--- config.mk ---
export PLATFORM = sky130hd
export DESIGN_NAME = http_request_header_parser_core
export DESIGN_NICKNAME = d
export VERILOG_FILES = /design/src/sv/hrhp_pkg.sv /design/src/sv/hrhp_token_decode.sv /design/src/sv/http_request_header_parser_core.sv
export SDC_FILE = /design/constraint.sdc
export NUM_CORES = 1
export LEC_CHECK = 0
export BUFFER_PORTS_ARGS = -buffer_cell sky130_fd_sc_hd__clkbuf_2
export CORE_MARGIN = 2
export CORE_UTILIZATION = 40
export CTS_BUF_LIST = sky130_fd_sc_hd__clkbuf_16
export CTS_CLUSTER_SIZE = 12
export DETAILED_ROUTE_END_ITERATION = 10
export PLACE_DENSITY_LB_ADDON = 0.1
export SLEW_MARGIN = 20
export SYNTH_ARGS = -nofsm -noshare
export SYNTH_HDL_FRONTEND = slang
export SYNTH_SLANG_ARGS = --single-unit
--- constraint.sdc ---
create_clock -name aclk -period 4.4 [get_ports aclk]
set_input_delay 0.44 -clock aclk [delete_from_list [all_inputs] [get_ports aclk]]
set_output_delay 0.44 -clock aclk [all_outputs]
set_load 0.01 [all_outputs]
--- src/sv/hrhp_pkg.sv ---
// Shared types and constants for the HTTP request header parser.
// Depends on nothing; used by hrhp_token_decode and http_request_header_parser_core.
package hrhp_pkg;

    // Width of every offset and length field on the result channel.
    localparam int FIELD_W = 13;

    // Default head size; offsets and lengths saturate one below it.
    localparam int MAX_HEAD_BYTES_DEF = 8192;

    // Reset value of the header limit register.
    localparam logic [7:0] MAX_HEADERS_RST = 8'd64;

    // A header line this short or shorter terminates the head.
    localparam int END_LINE_MAX = 4;

    // Byte codes the parser reacts to.
    localparam logic [7:0] BYTE_CR    = 8'h0D;
    localparam logic [7:0] BYTE_SPACE = 8'h20;
    localparam logic [7:0] BYTE_COLON = 8'h3A;

    // Result kinds.
    localparam logic [1:0] KIND_REQ_LINE = 2'd0;
    localparam logic [1:0] KIND_HEADER   = 2'd1;
    localparam logic [1:0] KIND_END      = 2'd2;
    localparam logic [1:0] KIND_ERROR    = 2'd3;

    // Error codes.
    localparam logic [1:0] ERR_NONE       = 2'd0;
    localparam logic [1:0] ERR_NO_TOKEN   = 2'd1;
    localparam logic [1:0] ERR_NO_COLON   = 2'd2;
    localparam logic [1:0] ERR_TOO_MANY   = 2'd3;

    // Method and version codes.
    localparam logic [3:0] METHOD_UNKNOWN = 4'd8;
    localparam logic       VERSION_11     = 1'b0;
    localparam logic       VERSION_OTHER  = 1'b1;

    // Method names packed right-aligned, most significant byte first.
    localparam logic [55:0] METHOD_PACK [8] = '{
        56'h474554,          // GET
        56'h48454144,        // HEAD
        56'h504F5354,        // POST
        56'h505554,          // PUT
        56'h44454C455445,    // DELETE
        56'h434F4E4E454354,  // CONNECT
        56'h4F5054494F4E53,  // OPTIONS
        56'h5452414345       // TRACE
    };
    localparam logic [3:0] METHOD_LEN [8] = '{
        4'd3, 4'd4, 4'd4, 4'd3, 4'd6, 4'd7, 4'd7, 4'd5
    };
    localparam logic [63:0] VERSION_PACK = 64'h485454502F312E31;  // HTTP/1.1
    localparam logic [3:0]  VERSION_LEN  = 4'd8;

    // Parser phase.
    typedef enum logic [1:0] {
        PH_REQ,
        PH_HDR,
        PH_DONE
    } phase_t;

    // One input byte.
    typedef struct packed {
        logic [7:0] data_byte;
        logic       start_request;
    } in_item_t;

    // One parse result.
    typedef struct packed {
        logic [1:0]         kind;
        logic [3:0]         method_code;
        logic               version_code;
        logic [FIELD_W-1:0] first_start;
        logic [FIELD_W-1:0] first_length;
        logic [FIELD_W-1:0] second_start;
        logic [FIELD_W-1:0] second_length;
        logic [7:0]         header_index;
        logic [1:0]         error_code;
    } out_item_t;

endpackage

--- src/sv/hrhp_token_decode.sv ---
// Decodes the accumulated method and version tokens of the request line.
// Depends on hrhp_pkg for the name tables.
module hrhp_token_decode (
    input  logic [55:0] method_accum,
    input  logic [3:0]  method_len,
    input  logic [63:0] version_accum,
    input  logic [3:0]  version_len,
    output logic [3:0]  method_code,
    output logic        version_code
);
    import hrhp_pkg::*;

    // Compare against all eight names in parallel; names are distinct,
    // so at most one matches.
    always_comb begin
        method_code = METHOD_UNKNOWN;
        for (int i = 7; i >= 0; i--) begin
            if (method_len == METHOD_LEN[i] && method_accum == METHOD_PACK[i]) begin
                method_code = 4'(i);
            end
        end
    end

    // The version must be exactly the eight bytes of HTTP/1.1.
    assign version_code = (version_len == VERSION_LEN && version_accum == VERSION_PACK)
                          ? VERSION_11 : VERSION_OTHER;

endmodule

--- src/sv/http_request_header_parser_core.sv ---
// Top level of the HTTP request header parser: byte stream in, parse results out.
// Depends on hrhp_pkg and hrhp_token_decode.

// The parser takes one byte of a request head per transfer and gives at most one
// result per byte: the request line (method, version, route offset and length) at
// its carriage return, each header (key and value offsets and lengths) at its
// carriage return, then an end-of-headers result or an error. Every byte is parsed
// combinationally by parallel compares on the parser state, so a byte can be
// taken every cycle; the only stall comes from the result register, which accepts
// a new byte whenever it is empty or being drained in the same cycle. A byte with
// start_request set clears the parser and is parsed at offset 0. After an end or
// error result, bytes are consumed silently until the next start_request. Offsets
// and lengths saturate at MAX_HEAD_BYTES-1 and are reported in their low 13 bits. The
// user must write max_headers via cfg_we and cfg_wdata only while idle (not enforced).
module http_request_header_parser_core #(
    parameter int MAX_HEAD_BYTES = hrhp_pkg::MAX_HEAD_BYTES_DEF
) (
    input  logic                aclk,
    input  logic                aresetn,
    input  logic                cfg_we,
    input  logic [7:0]          cfg_wdata,
    input  logic                s_valid,
    output logic                s_ready,
    input  hrhp_pkg::in_item_t  s_data,
    output logic                m_valid,
    input  logic                m_ready,
    output hrhp_pkg::out_item_t m_data
);
    import hrhp_pkg::*;

    localparam int OFS_W = $clog2(MAX_HEAD_BYTES);
    localparam logic [OFS_W-1:0] SAT_MAX = OFS_W'(MAX_HEAD_BYTES - 1);

    // Saturating increment shared by every offset and length.
    function automatic logic [OFS_W-1:0] sat_inc(input logic [OFS_W-1:0] v);
        return (v < SAT_MAX) ? v + OFS_W'(1) : SAT_MAX;
    endfunction

    // Fit an internal offset into the 13-bit result field.
    function automatic logic [FIELD_W-1:0] to_field(input logic [OFS_W-1:0] v);
        logic [OFS_W+FIELD_W-1:0] w;
        w = {{FIELD_W{1'b0}}, v};
        return w[FIELD_W-1:0];
    endfunction

    // Registers.
    logic [7:0]       max_headers_reg;
    phase_t           phase_reg, phase_next;
    logic [OFS_W-1:0] byte_offset_reg, byte_offset_next;
    logic [OFS_W-1:0] line_start_reg, line_start_next;
    logic [55:0]      method_accum_reg, method_accum_next;
    logic [3:0]       method_len_reg, method_len_next;
    logic [63:0]      version_accum_reg, version_accum_next;
    logic [3:0]       version_len_reg, version_len_next;
    logic [2:0]       token_count_reg, token_count_next;
    logic             in_token_reg, in_token_next;
    logic [3:0]       held_method_reg, held_method_next;
    logic [OFS_W-1:0] route_start_reg, route_start_next;
    logic [OFS_W-1:0] route_length_reg, route_length_next;
    logic [OFS_W-1:0] line_len_reg, line_len_next;
    logic [OFS_W-1:0] key_length_reg, key_length_next;
    logic [OFS_W-1:0] val_len_reg, val_len_next;
    logic             colon_seen_reg, colon_seen_next;
    logic [1:0]       skip_left_reg, skip_left_next;
    logic             line_begun_reg, line_begun_next;
    logic [7:0]       headers_seen_reg, headers_seen_next;
    logic             m_valid_reg, m_valid_next;
    out_item_t        m_data_reg, m_data_next;

    // State as seen by this byte, after an optional clear.
    logic             clr;
    phase_t           ph;
    logic [OFS_W-1:0] ofs, line_start, route_start, route_length;
    logic [OFS_W-1:0] line_len, key_length, val_len;
    logic [55:0]      method_accum;
    logic [63:0]      version_accum;
    logic [3:0]       method_len, version_len, held_method;
    logic [2:0]       token_count;
    logic             in_token, colon_seen, line_begun;
    logic [1:0]       skip_left;
    logic [7:0]       headers_seen;

    logic [7:0]       b;
    logic             is_cr, is_space, is_colon;
    logic             accept;
    logic             req_end, req_err;
    logic             hdr_begin, hdr_end, end_head, too_many, no_colon, hdr_ok;
    logic             emit;
    logic [3:0]       dec_method;
    logic             dec_version;
    logic [2:0]       tc_new;
    logic             tok_open;
    logic [OFS_W-1:0] route_base;
    logic [OFS_W-1:0] vstart;

    assign s_ready = !m_valid_reg || m_ready;
    assign accept  = s_valid && s_ready;
    assign m_valid = m_valid_reg;
    assign m_data  = m_data_reg;

    // Apply start_request as a clear of the working state.
    assign clr           = s_data.start_request;
    assign b             = s_data.data_byte;
    assign ph            = clr ? PH_REQ : phase_reg;
    assign ofs           = clr ? '0 : byte_offset_reg;
    assign line_start    = clr ? '0 : line_start_reg;
    assign method_accum  = clr ? '0 : method_accum_reg;
    assign method_len    = clr ? '0 : method_len_reg;
    assign version_accum = clr ? '0 : version_accum_reg;
    assign version_len   = clr ? '0 : version_len_reg;
    assign token_count   = clr ? '0 : token_count_reg;
    assign in_token      = clr ? 1'b0 : in_token_reg;
    assign held_method   = clr ? '0 : held_method_reg;
    assign route_start   = clr ? '0 : route_start_reg;
    assign route_length  = clr ? '0 : route_length_reg;
    assign line_len      = clr ? '0 : line_len_reg;
    assign key_length    = clr ? '0 : key_length_reg;
    assign val_len       = clr ? '0 : val_len_reg;
    assign colon_seen    = clr ? 1'b0 : colon_seen_reg;
    assign skip_left     = clr ? '0 : skip_left_reg;
    assign line_begun    = clr ? 1'b0 : line_begun_reg;
    assign headers_seen  = clr ? '0 : headers_seen_reg;

    // Byte class and line events.
    assign is_cr    = (b == BYTE_CR);
    assign is_space = (b == BYTE_SPACE);
    assign is_colon = (b == BYTE_COLON);

    assign req_end   = (ph == PH_REQ) && is_cr && (line_len != '0);
    assign req_err   = req_end && (token_count < 3'd3);
    assign hdr_begin = (ph == PH_HDR) && !line_begun && !is_cr;
    assign hdr_end   = (ph == PH_HDR) && line_begun && is_cr;
    assign end_head  = hdr_end && (line_len <= OFS_W'(END_LINE_MAX));
    assign too_many  = hdr_end && !end_head && (headers_seen >= max_headers_reg);
    assign no_colon  = hdr_end && !end_head && !too_many && !colon_seen;
    assign hdr_ok    = hdr_end && !end_head && !too_many && colon_seen;
    assign emit      = req_end || hdr_end;

    // Token bookkeeping for a non-separator byte on the request line.
    assign tok_open   = !in_token;
    assign tc_new     = (tok_open && token_count < 3'd4) ? token_count + 3'd1 : token_count;
    assign route_base = (tok_open && tc_new == 3'd2) ? '0 : route_length;
    assign vstart     = (val_len <= ofs) ? ofs - val_len : '0;

    hrhp_token_decode u_decode (
        .method_accum  (method_accum),
        .method_len    (method_len),
        .version_accum (version_accum),
        .version_len   (version_len),
        .method_code   (dec_method),
        .version_code  (dec_version)
    );

    // Next phase.
    always_comb begin
        phase_next = phase_reg;
        if (accept) begin
            unique case (ph)
                PH_REQ: begin
                    if (req_err) begin
                        phase_next = PH_DONE;
                    end else if (req_end) begin
                        phase_next = PH_HDR;
                    end else begin
                        phase_next = PH_REQ;
                    end
                end
                PH_HDR: begin
                    phase_next = (hdr_end && !hdr_ok) ? PH_DONE : PH_HDR;
                end
                PH_DONE: begin
                    phase_next = PH_DONE;
                end
                default: begin
                    phase_next = PH_DONE;
                end
            endcase
        end
    end

    // Datapath state and result for the accepted byte.
    always_comb begin
        byte_offset_next   = byte_offset_reg;
        line_start_next    = line_start_reg;
        method_accum_next  = method_accum_reg;
        method_len_next    = method_len_reg;
        version_accum_next = version_accum_reg;
        version_len_next   = version_len_reg;
        token_count_next   = token_count_reg;
        in_token_next      = in_token_reg;
        held_method_next   = held_method_reg;
        route_start_next   = route_start_reg;
        route_length_next  = route_length_reg;
        line_len_next      = line_len_reg;
        key_length_next    = key_length_reg;
        val_len_next       = val_len_reg;
        colon_seen_next    = colon_seen_reg;
        skip_left_next     = skip_left_reg;
        line_begun_next    = line_begun_reg;
        headers_seen_next  = headers_seen_reg;
        m_data_next        = '0;
        m_valid_next       = m_valid_reg && !m_ready;

        if (accept) begin
            byte_offset_next   = sat_inc(ofs);
            line_start_next    = line_start;
            method_accum_next  = method_accum;
            method_len_next    = method_len;
            version_accum_next = version_accum;
            version_len_next   = version_len;
            token_count_next   = token_count;
            in_token_next      = in_token;
            held_method_next   = held_method;
            route_start_next   = route_start;
            route_length_next  = route_length;
            line_len_next      = line_len;
            key_length_next    = key_length;
            val_len_next       = val_len;
            colon_seen_next    = colon_seen;
            skip_left_next     = skip_left;
            line_begun_next    = line_begun;
            headers_seen_next  = headers_seen;

            case (ph)
                PH_REQ: begin
                    if (is_cr) begin
                        // End of the request line; a leading CR is skipped.
                        if (req_end) begin
                            if (in_token && token_count == 3'd1) begin
                                held_method_next = dec_method;
                            end
                            line_begun_next = 1'b0;
                        end
                    end else begin
                        line_len_next = sat_inc(line_len);
                        if (is_space) begin
                            if (in_token && token_count == 3'd1) begin
                                held_method_next = dec_method;
                            end
                            in_token_next = 1'b0;
                        end else begin
                            in_token_next    = 1'b1;
                            token_count_next = tc_new;
                            if (tok_open && tc_new == 3'd2) begin
                                route_start_next = ofs;
                            end
                            // Collect the byte into the current token.
                            if (tc_new == 3'd1) begin
                                if (method_len < 4'd7) begin
                                    method_accum_next = {method_accum[47:0], b};
                                end
                                if (method_len < 4'd8) begin
                                    method_len_next = method_len + 4'd1;
                                end
                            end else if (tc_new == 3'd2) begin
                                route_length_next = sat_inc(route_base);
                            end else if (tc_new == 3'd3) begin
                                if (version_len < 4'd8) begin
                                    version_accum_next = {version_accum[55:0], b};
                                end
                                if (version_len < 4'd9) begin
                                    version_len_next = version_len + 4'd1;
                                end
                            end
                        end
                    end
                end
                PH_HDR: begin
                    if (hdr_begin) begin
                        // The first non-CR byte, normally the line feed, opens a new line.
                        line_begun_next = 1'b1;
                        line_start_next = sat_inc(ofs);
                        line_len_next   = '0;
                        key_length_next = '0;
                        val_len_next    = '0;
                        colon_seen_next = 1'b0;
                        skip_left_next  = '0;
                    end else if (hdr_end) begin
                        line_begun_next = 1'b0;
                        if (hdr_ok && headers_seen < 8'd255) begin
                            headers_seen_next = headers_seen + 8'd1;
                        end
                    end else if (line_begun) begin
                        line_len_next = sat_inc(line_len);
                        if (!colon_seen) begin
                            if (is_colon) begin
                                colon_seen_next = 1'b1;
                                skip_left_next  = 2'd2;
                            end else begin
                                key_length_next = sat_inc(key_length);
                            end
                        end else if (skip_left != 2'd0) begin
                            skip_left_next = skip_left - 2'd1;
                        end else begin
                            val_len_next = sat_inc(val_len);
                        end
                    end
                end
                default: begin
                    // Done: bytes are consumed until the next start_request.
                end
            endcase

            // Build the result for this byte.
            if (req_err) begin
                m_data_next.kind       = KIND_ERROR;
                m_data_next.error_code = ERR_NO_TOKEN;
            end else if (req_end) begin
                m_data_next.kind         = KIND_REQ_LINE;
                m_data_next.method_code  = held_method;
                m_data_next.version_code = dec_version;
                m_data_next.first_start  = to_field(route_start);
                m_data_next.first_length = to_field(route_length);
            end else if (end_head) begin
                m_data_next.kind         = KIND_END;
                m_data_next.header_index = headers_seen;
            end else if (too_many) begin
                m_data_next.kind       = KIND_ERROR;
                m_data_next.error_code = ERR_TOO_MANY;
            end else if (no_colon) begin
                m_data_next.kind       = KIND_ERROR;
                m_data_next.error_code = ERR_NO_COLON;
            end else if (hdr_ok) begin
                m_data_next.kind          = KIND_HEADER;
                m_data_next.first_start   = to_field(line_start);
                m_data_next.first_length  = to_field(key_length);
                m_data_next.second_start  = to_field(vstart);
                m_data_next.second_length = to_field(val_len);
                m_data_next.header_index  = headers_seen;
            end
            if (emit) begin
                m_valid_next = 1'b1;
            end
        end
    end

    // Parser state, configuration and result valid.
    always_ff @(posedge aclk) begin
        if (!aresetn) begin
            max_headers_reg   <= MAX_HEADERS_RST;
            phase_reg         <= PH_REQ;
            byte_offset_reg   <= '0;
            line_start_reg    <= '0;
            method_accum_reg  <= '0;
            method_len_reg    <= '0;
            version_accum_reg <= '0;
            version_len_reg   <= '0;
            token_count_reg   <= '0;
            in_token_reg      <= 1'b0;
            held_method_reg   <= '0;
            route_start_reg   <= '0;
            route_length_reg  <= '0;
            line_len_reg      <= '0;
            key_length_reg    <= '0;
            val_len_reg       <= '0;
            colon_seen_reg    <= 1'b0;
            skip_left_reg     <= '0;
            line_begun_reg    <= 1'b0;
            headers_seen_reg  <= '0;
            m_valid_reg       <= 1'b0;
        end else begin
            if (cfg_we) begin
                max_headers_reg <= cfg_wdata;
            end
            phase_reg         <= phase_next;
            byte_offset_reg   <= byte_offset_next;
            line_start_reg    <= line_start_next;
            method_accum_reg  <= method_accum_next;
            method_len_reg    <= method_len_next;
            version_accum_reg <= version_accum_next;
            version_len_reg   <= version_len_next;
            token_count_reg   <= token_count_next;
            in_token_reg      <= in_token_next;
            held_method_reg   <= held_method_next;
            route_start_reg   <= route_start_next;
            route_length_reg  <= route_length_next;
            line_len_reg      <= line_len_next;
            key_length_reg    <= key_length_next;
            val_len_reg       <= val_len_next;
            colon_seen_reg    <= colon_seen_next;
            skip_left_reg     <= skip_left_next;
            line_begun_reg    <= line_begun_next;
            headers_seen_reg  <= headers_seen_next;
            m_valid_reg       <= m_valid_next;
        end
    end

    // Result payload loads only when a result is produced.
    always_ff @(posedge aclk) begin
        if (accept && emit) begin
            m_data_reg <= m_data_next;
        end
    end

endmodule
==> impl_metrics.tcl <==
set metrics [dict create \
    synth_simple_gate_area_frac 0.260 \
    vias 16000 \
    grt_use_met2 0.390 \
    synth_nets 2053 \
    ctsLongestPathBuffers 3 \
    grt_pass1_vias 15100 \
    std_cell_rows 75 \
    nets 2092 \
    cts_max_level 2 \
    drc 0 \
    synth_area_sq_mm 0.0169 \
    fin_tns_setup_ns 0 \
    grt_util_met3 0.0422 \
    synthCells 1996 \
    rsz0062_at_grt "false" \
    busiest_layer "met2" \
    powerDensity_mw_per_mm2 343 \
    crit_path_end_kind "register" \
    synth_fa_ha_area_frac 0.0264 \
    largest_reg_flops 69 \
    drtAntennaViolNets 0 \
    clock.fmax_mhz 307 \
    outcome "completed" \
    area_growth_pct 13.0 \
    clock_latency_ns 0.57 \
    grt_pass1_wl_um 87100 \
    crit_path_start_kind "register" \
    drt_iter0_markers 1597 \
    hpwl_um 37900 \
    ys_seq_area_frac 0.419 \
    place.gp.congestion 0.949 \
    ys_warn_count 0 \
    min_period_over_period 0.740 \
    start_util 0.404 \
    via_per_inst 6.15 \
    fin_skew_ns 0.0169 \
    arrival_ns 3.58 \
    fin_util 0.457 \
    antenna_cells 0 \
    core_area_sq_mm 0.0418 \
    wl_per_cell_um 21.3 \
    fp.dieH_um 209 \
    clkTransAtPathRegs_ns 0.06 \
    synth_async_sr_flop_share 0 \
    synth_mux_area_frac 0.00904 \
    final_cell_mix "289 x nor2_1, 250 x dfxtp_1, 173 x a22oi_1, 126 x nand2_1, 106 x a21oi_1" \
    synth_compound_area_frac 0.231 \
    overflow 0 \
    grt_start_max_net_pins 166 \
    grt_util_met1 0.345 \
    synth.area.top_cells "dfxtp_1 30%, edfxtp_1 12%, a22oi_1 7.7%" \
    hold_class "in2reg" \
    vdd_ir_drop_max_v 0.000283 \
    wl_um 55400 \
    p_leak_nw 6.44 \
    grtUsageTotal 0.248 \
    root_buffer "clkbuf_16" \
    synth_xor_area_frac 0.0109 \
    timing.final.max_slew_violations 0 \
    synth_cell_type_count 81 \
    syn_area_per_cell_sq_um 8.46 \
    finalHoldViolCount 0 \
    synth_top_area_frac 0.296 \
    worst_pin_slew_ns 1.02 \
    layout_commonest_cell "nor2_1" \
    ys.flop_type "dfxtp_1" \
    drive_gt1_frac 0.111 \
    cts.repair.resized 0 \
    synth_edf_count 69 \
    finalSetupViolations 0 \
    synth_top_family_by_area "simple AND/OR/NAND/NOR gates" \
    yosys.area.top_type "dfxtp_1" \
    tritoncts "yes" \
    dieArea_sq_mm 0.0439 \
    worst-setup-path-type "reg2reg" \
    drt-pass1-iter-count 7 \
    numPortBuffers 92 \
    ctsHoldBuffers 0 \
    postCtsSetupBuffers 0 \
    drv_cap 0 \
    maxSlewHeadroom 0.312 \
    clock-sinks 319 \
    die_x_um 209 \
    io_pins 93 \
    period_needed_ns 3.26 \
    crit_fanout 24 \
    ys_ff_latch 319 \
    antenna_found_initial 0 \
    required_ns 4.72 \
    cts_buffers 37 \
]
[synthesized netlist by cell type (all sizes together) (8+ instances only)]
cell       n
nor2     289
dfxtp    250
a22oi    173
nand2    128
clkbuf   115
a21oi    106
o21ai     91
nand3     74
edfxtp    69
nor3      58
inv       49
nor4      45
nand4     43
nor2b     42
ha        34
buf       27
a31oi     22
and3      22
nand2b    19
o211ai    19
a211oi    17
nor4b     17
nor3b     16
nor4bb    16
xnor2     14
a2111oi   13
mux2i     13
o31ai     13
and2      12
or3       12
and4      11
nand3b    11
nand4b    10
a211o      9
a21o       9
or4        8
[routing by layer]
layer  wire, um  vias up
met3       3690      116
li1           -     7588
met4       1820        0
met1      25100     7663
met2      24700      637
met5          0        -
[where the power goes]
| part | switching (mW) | leakage [nW] | internal (mW) | total [mW] |
|---|---|---|---|---|
| registers | 0.0457 | 2.57 | 3.01 | 3.05 |
| logic | 0.307 | 3.27 | 0.127 | 0.434 |
| clock network | 1.29 | 0.603 | 1.77 | 3.06 |
[kinds of logic (layout without fill, tap and decap cells)]
| family | after synthesis | count (layout) |
|---|---|---|
| flops | 319 | 319 |
| simple gates | 850 | 850 |
| compound gates | 564 | 564 |
| fa+ha+maj | 35 | 35 |
| mux | 15 | 15 |
| buf+inv | 192 | 258 |
| xor+xnor | 21 | 21 |
[through the flow]
step / cells / instance area, sq um / total power, mW / hold WS (ns) / setup WS, ns
after floorplan: 1996 / 16900 / 3.39 / 0.435 / 0.171
after detailed placement: 2535 / 17900 / 3.54 / 0.451 / 0.857
after global routing: 2601 / 19100 / 6.77 / 0.115 / 0.944
after global placement: 2535 / 17900 / 3.54 / 0.443 / 0.937
after CTS: 2601 / 19100 / 6.62 / 0.0945 / 1.16
final: 2601 / 19100 / 6.55 / 0.111 / 1.14
[path summary, 6_finish.rpt]
check                           start                   to  slack, ns  cells past startpoint
setup / recovery         phase_reg[1]           m_data[29]       1.14                      6
hold / removal           cfg_wdata[6]   max_headers_reg[6]       0.11                      3
setup reg to reg         phase_reg[1]           m_data[29]       1.14                      6
hold reg to reg   byte_offset_reg[11]  byte_offset_reg[11]       0.45                      2
[cell type report]
type	instances	area [sq um]
clock inverter	29	251
timing repair buffer	142	863
inverter	50	193
fill	4109	22700
tap	539	674
clock buffer	37	926
multi-input combinational	1485	9090
sequential	319	7080
[critical path, stage by stage (launching register included)]
cell,delay (ns)
dfxtp_1,0.71
o21ba_2,0.52
a2111oi_0,0.15
a21boi_2,0.25
nor2_1,0.38
nand2_2,0.42
a2111oi_0,0.54
Note: power is estimated with default switching activity, not from simulation.
